<file path="src/rtl/tst_ram.sv">
// tst_ram: generic single-port ram with registered read
// no dependencies
module tst_ram #(
  parameter int WIDTH = 8,
  parameter int DEPTH = 16
) (
  input  logic                     clk,
  input  logic                     we,
  input  logic [$clog2(DEPTH)-1:0] addr,
  input  logic [WIDTH-1:0]         wdata,
  output logic [WIDTH-1:0]         rdata
);
  logic [WIDTH-1:0] mem [DEPTH];

  always_ff @(posedge clk) begin
    if (we) mem[addr] <= wdata;
    rdata <= mem[addr];
  end
endmodule

</file>
<file path="config.mk">
export PLATFORM = sky130hd
export DESIGN_NAME = tst_ram
export DESIGN_NICKNAME = d
export VERILOG_FILES = /design/src/rtl/tst_ram.sv
export SDC_FILE = /design/constraint.sdc
export NUM_CORES = 1
export LEC_CHECK = 0
export BUFFER_PORTS_ARGS = -buffer_cell sky130_fd_sc_hd__buf_4
export CAP_MARGIN = 20
export CORE_MARGIN = 5
export CORE_UTILIZATION = 30
export CTS_BUF_LIST = sky130_fd_sc_hd__clkbuf_4 sky130_fd_sc_hd__clkbuf_8
export DETAILED_ROUTE_END_ITERATION = 10
export PLACE_DENSITY = 0.45
export SLEW_MARGIN = 20
export SYNTH_ARGS = -nofsm -noshare
export SYNTH_HDL_FRONTEND = slang
export SYNTH_SLANG_ARGS = --single-unit
</file>
<file path="constraint.sdc">
create_clock -name clk -period 2.34 [get_ports clk]
set_input_delay 0.585 -clock clk [delete_from_list [all_inputs] [get_ports clk]]
set_output_delay 0.585 -clock clk [all_outputs]
set_load 0.005 [all_outputs]
</file>
==> results of run 1 <==
[critical path: stages]
cell and delay (ns):
buf_4 0.13, or3b_2 0.51, nor2_1 0.54
[kinds of logic after synthesis]
| group | count (synthesis) | share of synthesized area, % |
|---|---|---|
| flip-flops | 136 | 79.0 |
| AND/OR/NAND/NOR | 35 | 3.21 |
| multiplexers | 32 | 14.2 |
| AO/OA/AOI/OAI | 16 | 2.37 |
| buffers and inverters | 11 | 1.19 |
[registers in the layout, indices dropped and copies added, names as in the netlist]
| name | count |
|---|---|
| mem | 128 |
| rdata | 8 |
[final timing paths]
check             startpoint         to  slack (ns)  depth (start not counted)
setup / recovery     addr[2]  mem[2][1]        0.64                          3
hold / removal      wdata[3]  mem[4][3]        0.46                          1
setup reg to reg   mem[2][1]   rdata[1]        0.92                          3
hold reg to reg   mem[15][0]   rdata[0]        0.66                          3
[report_power, final]
group | leakage, nW | internal [W] | switching (W)
Combinational | 0.576 | 0.000144 | 0.000155
Clock | 0.190 | 0.000940 | 0.000836
Sequential | 1.22 | 0.00272 | 0.0000146
Total | 1.99 | 0.00381 | 0.00101
[area by class of cell]
type | instances | area (sq um) | share of cell area, %
sequential | 136 | 4000 | 65.9
multi-input combinational | 83 | 1000 | 16.5
timing repair buffer | 48 | 435 | 7.16
tap | 220 | 275 | 4.53
clock buffer | 19 | 249 | 4.10
clock inverter | 12 | 110 | 1.81
[metal layers]
metal | global-route usage, % | wire length, microns | vias to the layer above
met5 | 0 | 0 | -
met2 | 18.4 | 5240 | 50
met3 | 3.34 | 384 | 16
met4 | 5.20 | 188 | 0
li1 | - | - | 1066
met1 | 15.8 | 5110 | 1267
[stage by stage]
stage / utilization [%] / power (W) / setup slack (ns)
floorplan: - / 0.00293 / 0.262
global placement: 34.5 / 0.00309 / 0.183
detailed placement: 34.5 / 0.00310 / 0.137
CTS: 36.6 / 0.00487 / 0.618
global route: 36.6 / 0.00499 / 0.574
finish: 36.6 / 0.00481 / 0.636
[synthesized netlist by cell type]
library cell	number
nor2_1	13
clkbuf_1	2
or3b_2	1
nor3_1	4
nand2b_1	2
and2_1	1
nor2b_1	2
edfxtp_1	128
nand3_1	1
mux4_2	32
buf_1	4
clkbuf_2	1
buf_6	2
buf_2	2
nand2_1	9
dfxtp_1	8
nand3b_1	2
a22oi_1	16
==> summary.txt, run 1 <==
Status
  – Outcome: finished, final reports clean

Floorplan
  – Core footprint: ~17,000 sq um
  – Site Rows: 47
  – Die area: 19,600 sq um
  – Initial core utilization: roughly 31%
  – Total I/O pin count: 22
  – Die X: 140 microns
  – Die span in y: 140 microns

CTS
  – Cts repair resizes: 0
  – Postcts setup bufs: 0
  – CTS Sinks: around 140
  – CTS tree: yes
  – Clock latency on the worst-skew pair: between 0.4 and 0.5 ns
  – Root buffer cell: clkbuf_8
  – H-tree levels: 4
  – CTS buffer count: 17
  – Clock Pin Slew Worst Setup and Hold Paths: 0.08 ns
  – CTS Hold Bufs: 0
  – Deepest clock path buffer count: 2

Critical path
  – Critical path startpoint category: input port
  – Req. time, crit path: around 2.4 ns
  – Setup Crit Path Kind: in2reg
  – CP endpoint kind: register
  – Crit Path Max Fanout: 8
  – Critical Path AT: ~1.8 ns

Run
  – Max-cap violations: 0

Drt
  – Pre-antenna DRT Iters: 4
  – ANT nets after route: 0
  – Initial drt markers: 197
  – Via count: about 2.4k
  – Average wire per standard cell: between 20 and 25 microns
  – Drt total wl: approximately 11,000 microns
  – Vias/cell: 4.63
  – # DRC: 0

Layout
  – Area growth, synth to finish: 19.9%
  – Non-Filler Instances: 518
  – Commonest non-fill, non-tap cell in the layout: edfxtp_1
  – Ant. Diodes: 0
  – Layout cells sized above 1: about 37%
  – Most frequent cells in the layout: edfxtp_1, buf_4, mux4_2, clkbuf_8, a22oi_1
  – Final Instance Area: ~6000 sq um
  – Final #Nets: 300
  – Fill cells: 1,543

Placement
  – Placed cell count: slightly below 500
  – PortBufs: 21
  – Placed cell areas: 5720 sq um
  – GP Congestion: around 0.75
  – HPWL Detailed: roughly 7200 microns

Yosys
  – Syn_nets: 244
  – Yosys top cell area share: 75.9%
  – Syn_area_per_cell: 22.0 sq um
  – #FFs+latches synth: 136
  – Gate Count Post-Synth: 230
  – Yosys warns: 0
  – Distinct cells, synth: 18
  – Seq/Total Area, Yosys: 79.0%
  – Area leader, netlist: edfxtp_1
  – Top post-synthesis cells by area: edfxtp_1, mux4_2, dfxtp_1
  – Cell Area, Synth: 5070 sq um

Global route
  – GRT Util Overall: 11.9%
  – First-pass GRT wire length: ~17,000 microns
  – Vias in the first global route: 2,549
  – Grt ovf: 0
  – Largest net degree at the start of global routing: 24
  – Initial antenna violation count: 0

Timing
  – Endpoints failing setup: 0
  – Worst rel slew slack: a little over two fifths
  – WHS: 0.462 ns
  – Hold Vio Cnt, Final: 0
  – Final Critical Period: approximately 1.7 ns
  – Pins Over Slew Limit: 0
  – Crit share post-route: 72.8%
  – FMAX: just under 0.6 GHz
  – Slew @ Worst Pin: 0.861 ns
  – Post-Route Setup TNS: 0 ns
  – Unrepaired setup endpoints after global routing: false
  – Final clock skew: 0.00764 ns

Power
  – PwrDens: 792 nW/um^2
  – Maximum vdd ir drop: roughly 350 uV
  – Leak: 1.99 nW

Min path
  – Min-delay worst type: in2reg
No activity file was read; power rests on OpenSTA's default activity.
==> run 2, diff against run 1 <==
- clock period: 2.34 -> 1.62 ns (I/O delays scaled with it)
==> run 2 against run 1 <==
Non-clock buffer count increased by 13. Largest cell class unchanged. Clock skew shrank 0.0023 ns. Global-route usage is 0.26 points lower. Register-to-register slack lost 0.71 ns. Worst setup slack lost 0.42 ns. Clock power rose by 71%. Critical endpoint is now rdata[0]. Via count decreased by 0.50%.
==> summary.txt, run 2 (synthesis results as in run 1) <==
Layout
  – Largest regs: mem (128), rdata (8)
  – Most frequent cells in the layout: edfxtp_1, buf_4, mux4_2, clkbuf_8, a22oi_1
  – Register area: 4000 sq um (unchanged)
  – Area of the multi-input gates: 1040 sq um (+3.5%)
  – Layout cells sized above 1: 44.6% (+7.6 points)
  – Biggest register: mem
  – Number of flip-flops in the largest register: 128 (unchanged)
  – Final #Nets: 313 (+4.3%)
  – Final core occ: 38.3% (+1.7 points)
  – Area growth, synth to finish: 25.5%
  – Commonest non-fill, non-tap cell in the layout: edfxtp_1
  – Ant. Diodes: 0 (unchanged)
  – Fill cells: 1,545 (+0.13%)

CTS
  – Clock latency on the worst-skew pair: 0.45 ns (about the same)
  – CTS tree: yes
  – CTS Hold Bufs: 0 (unchanged)
  – Clock Pin Slew Worst Setup and Hold Paths: 0.08 ns (about the same)
  – Cts repair resizes: 0 (unchanged)
  – H-tree levels: 4 (unchanged)
  – Root buffer cell: clkbuf_8
  – CTS buffer count: 17 (unchanged)
  – Postcts setup bufs: 0 (unchanged)
  – CTS Sinks: 136 (unchanged)
  – Deepest clock path buffer count: 2 (unchanged)

Global route
  – First-pass GRT wire length: 16,600 microns (-0.12%)
  – Vias in the first global route: 2,755 (+8.1%)
  – Initial antenna violation count: 0 (unchanged)
  – Grt ovf: 0 (unchanged)
  – Largest net degree at the start of global routing: 17 (-29%)
  – GRT Util Overall: 11.6% (-0.26 points)

Timing
  – Endpoints failing setup: 0 (unchanged)
  – Worst rel slew slack: 42.7% (+0.32 points)
  – Final Critical Period: between 1 and 1.5 ns
  – FMAX: 0.711 GHz
  – Unrepaired setup endpoints after global routing: false
  – Hold Vio Cnt, Final: 0 (unchanged)
  – Slew @ Worst Pin: 0.858 ns (-0.00336 ns)
  – Pins Over Slew Limit: 0 (unchanged)
  – Crit share post-route: between 80 and 90%
  – Final clock skew: 0.00535 ns (-0.00229 ns)

Drt
  – Pre-antenna DRT Iters: 4 (unchanged)
  – Via count: 2,387 (-0.50%)
  – Drt total wl: 10,400 microns (-5.1%)
  – ANT nets after route: 0 (unchanged)
  – # DRC: 0 (unchanged)
  – Average wire per standard cell: 19.5 microns (-7.6%)
  – Vias/cell: 4.49 (-3.1%)
  – Initial drt markers: 154 (-22%)

Critical path
  – Req. time, crit path: 1.96 ns (-0.45 ns)
  – Critical Path End: rdata[0]
  – R2R Path End: rdata[0]
  – FF-to-FF Start: mem[3][0]
  – Reg2Reg Setup Slack: 0.21 ns (-0.71 ns)
  – Crit Path Max Fanout: 1 (-7)
  – CP endpoint kind: register
  – Worst Setup SP: mem[3][0]
  – Setup Crit Path Kind: reg2reg
  – Register-to-Register Path Depth: 4 (+1)
  – Critical Path AT: 1.75 ns (-0.02 ns)
  – Critical path startpoint category: register

Power
  – Leak: 2.10 nW (+5.7%)
  – PwrDens: 1170 nW/um^2 (+48%)
  – Final Power: 0.00745 W (+55%)
  – Maximum vdd ir drop: 547 uV (+55%)

Placement
  – HPWL Detailed: 7270 microns (+0.96%)
  – GP Congestion: 0.703 (-5.7%)
  – PortBufs: 21 (unchanged)

Floorplan
  – Initial core utilization: 30.6% (unchanged)
  – Total I/O pin count: 22 (unchanged)
  – Die area: 19,600 sq um (unchanged)
  – Core footprint: 16,600 sq um (unchanged)
  – Die span in y: 140 microns (unchanged)
  – Die X: 140 microns (unchanged)
  – Site Rows: 47 (unchanged)

Min path
  – Min-delay src: wdata[6]
  – Min-delay worst type: in2reg

Run
  – Max-cap violations: 0 (unchanged)

Status
  – Outcome: finished, final reports clean
[run 2: changes by cell type in the layout (fill, tap and decap cells not counted), sizes merged]
cell	change
buf	+13
bufinv	+2
clkbuf	-1
clkinv	-4
clkinvlp	+1
inv	+3
[run 2: stage by stage]
step                      cell area, sq um  worst slack [ns]  instances  TNS [ns]  hold slack (ns)
after floorplan                       5100            -0.172        230     -4.68            0.504
after global placement                5910            -0.211        500     -5.95            0.661
after detailed placement              5910            -0.188        500     -5.26            0.657
after CTS                             6360             0.191        532         0            0.246
after global routing                  6360             0.158        532         0            0.258
final                                 6360             0.213        532         0            0.271
[run 2: cell type report]
class / instances / area share, %
sequential: 136 / 63.0
tap: 220 / 4.33
multi-input combinational: 83 / 16.3
clock buffer: 18 / 3.90
timing repair buffer: 61 / 9.37
clock inverter: 14 / 3.09
[run 2: critical path, cell delays in order, from the launching register on]
cell	delay, ns
edfxtp_1	0.37
mux4_2	0.47
a22oi_1	0.25
buf_4	0.17
nand2_1	0.05
[run 2: report_power, final]
part | switching, W | internal, W
combinational | 0.000226 | 0.000225
clock | 0.00132 | 0.00173
sequential | 0.0000209 | 0.00393
[run 2: worst min path at each step]
| stage | endpoint | slack [ns] | cells past startpoint |
|---|---|---|---|
| final | mem[4][6] | 0.27 | 1 |
| after global routing | mem[7][6] | 0.26 | 1 |
| after CTS | mem[7][2] | 0.25 | 1 |
| after detailed placement | rdata[0] | 0.66 | 3 |
| after global placement | rdata[6] | 0.66 | 3 |
| after floorplan | mem[0][0] | 0.50 | 0 |
[run 2: metal layers]
metal  vias to the layer above  wire length, microns  track usage (%)
li1                       1097                     -                -
met4                         0                   182             5.20
met2                        44                  5260             19.1
met1                      1233                  4570             14.2
met5                         -                     0                0
met3                        13                   344             3.54
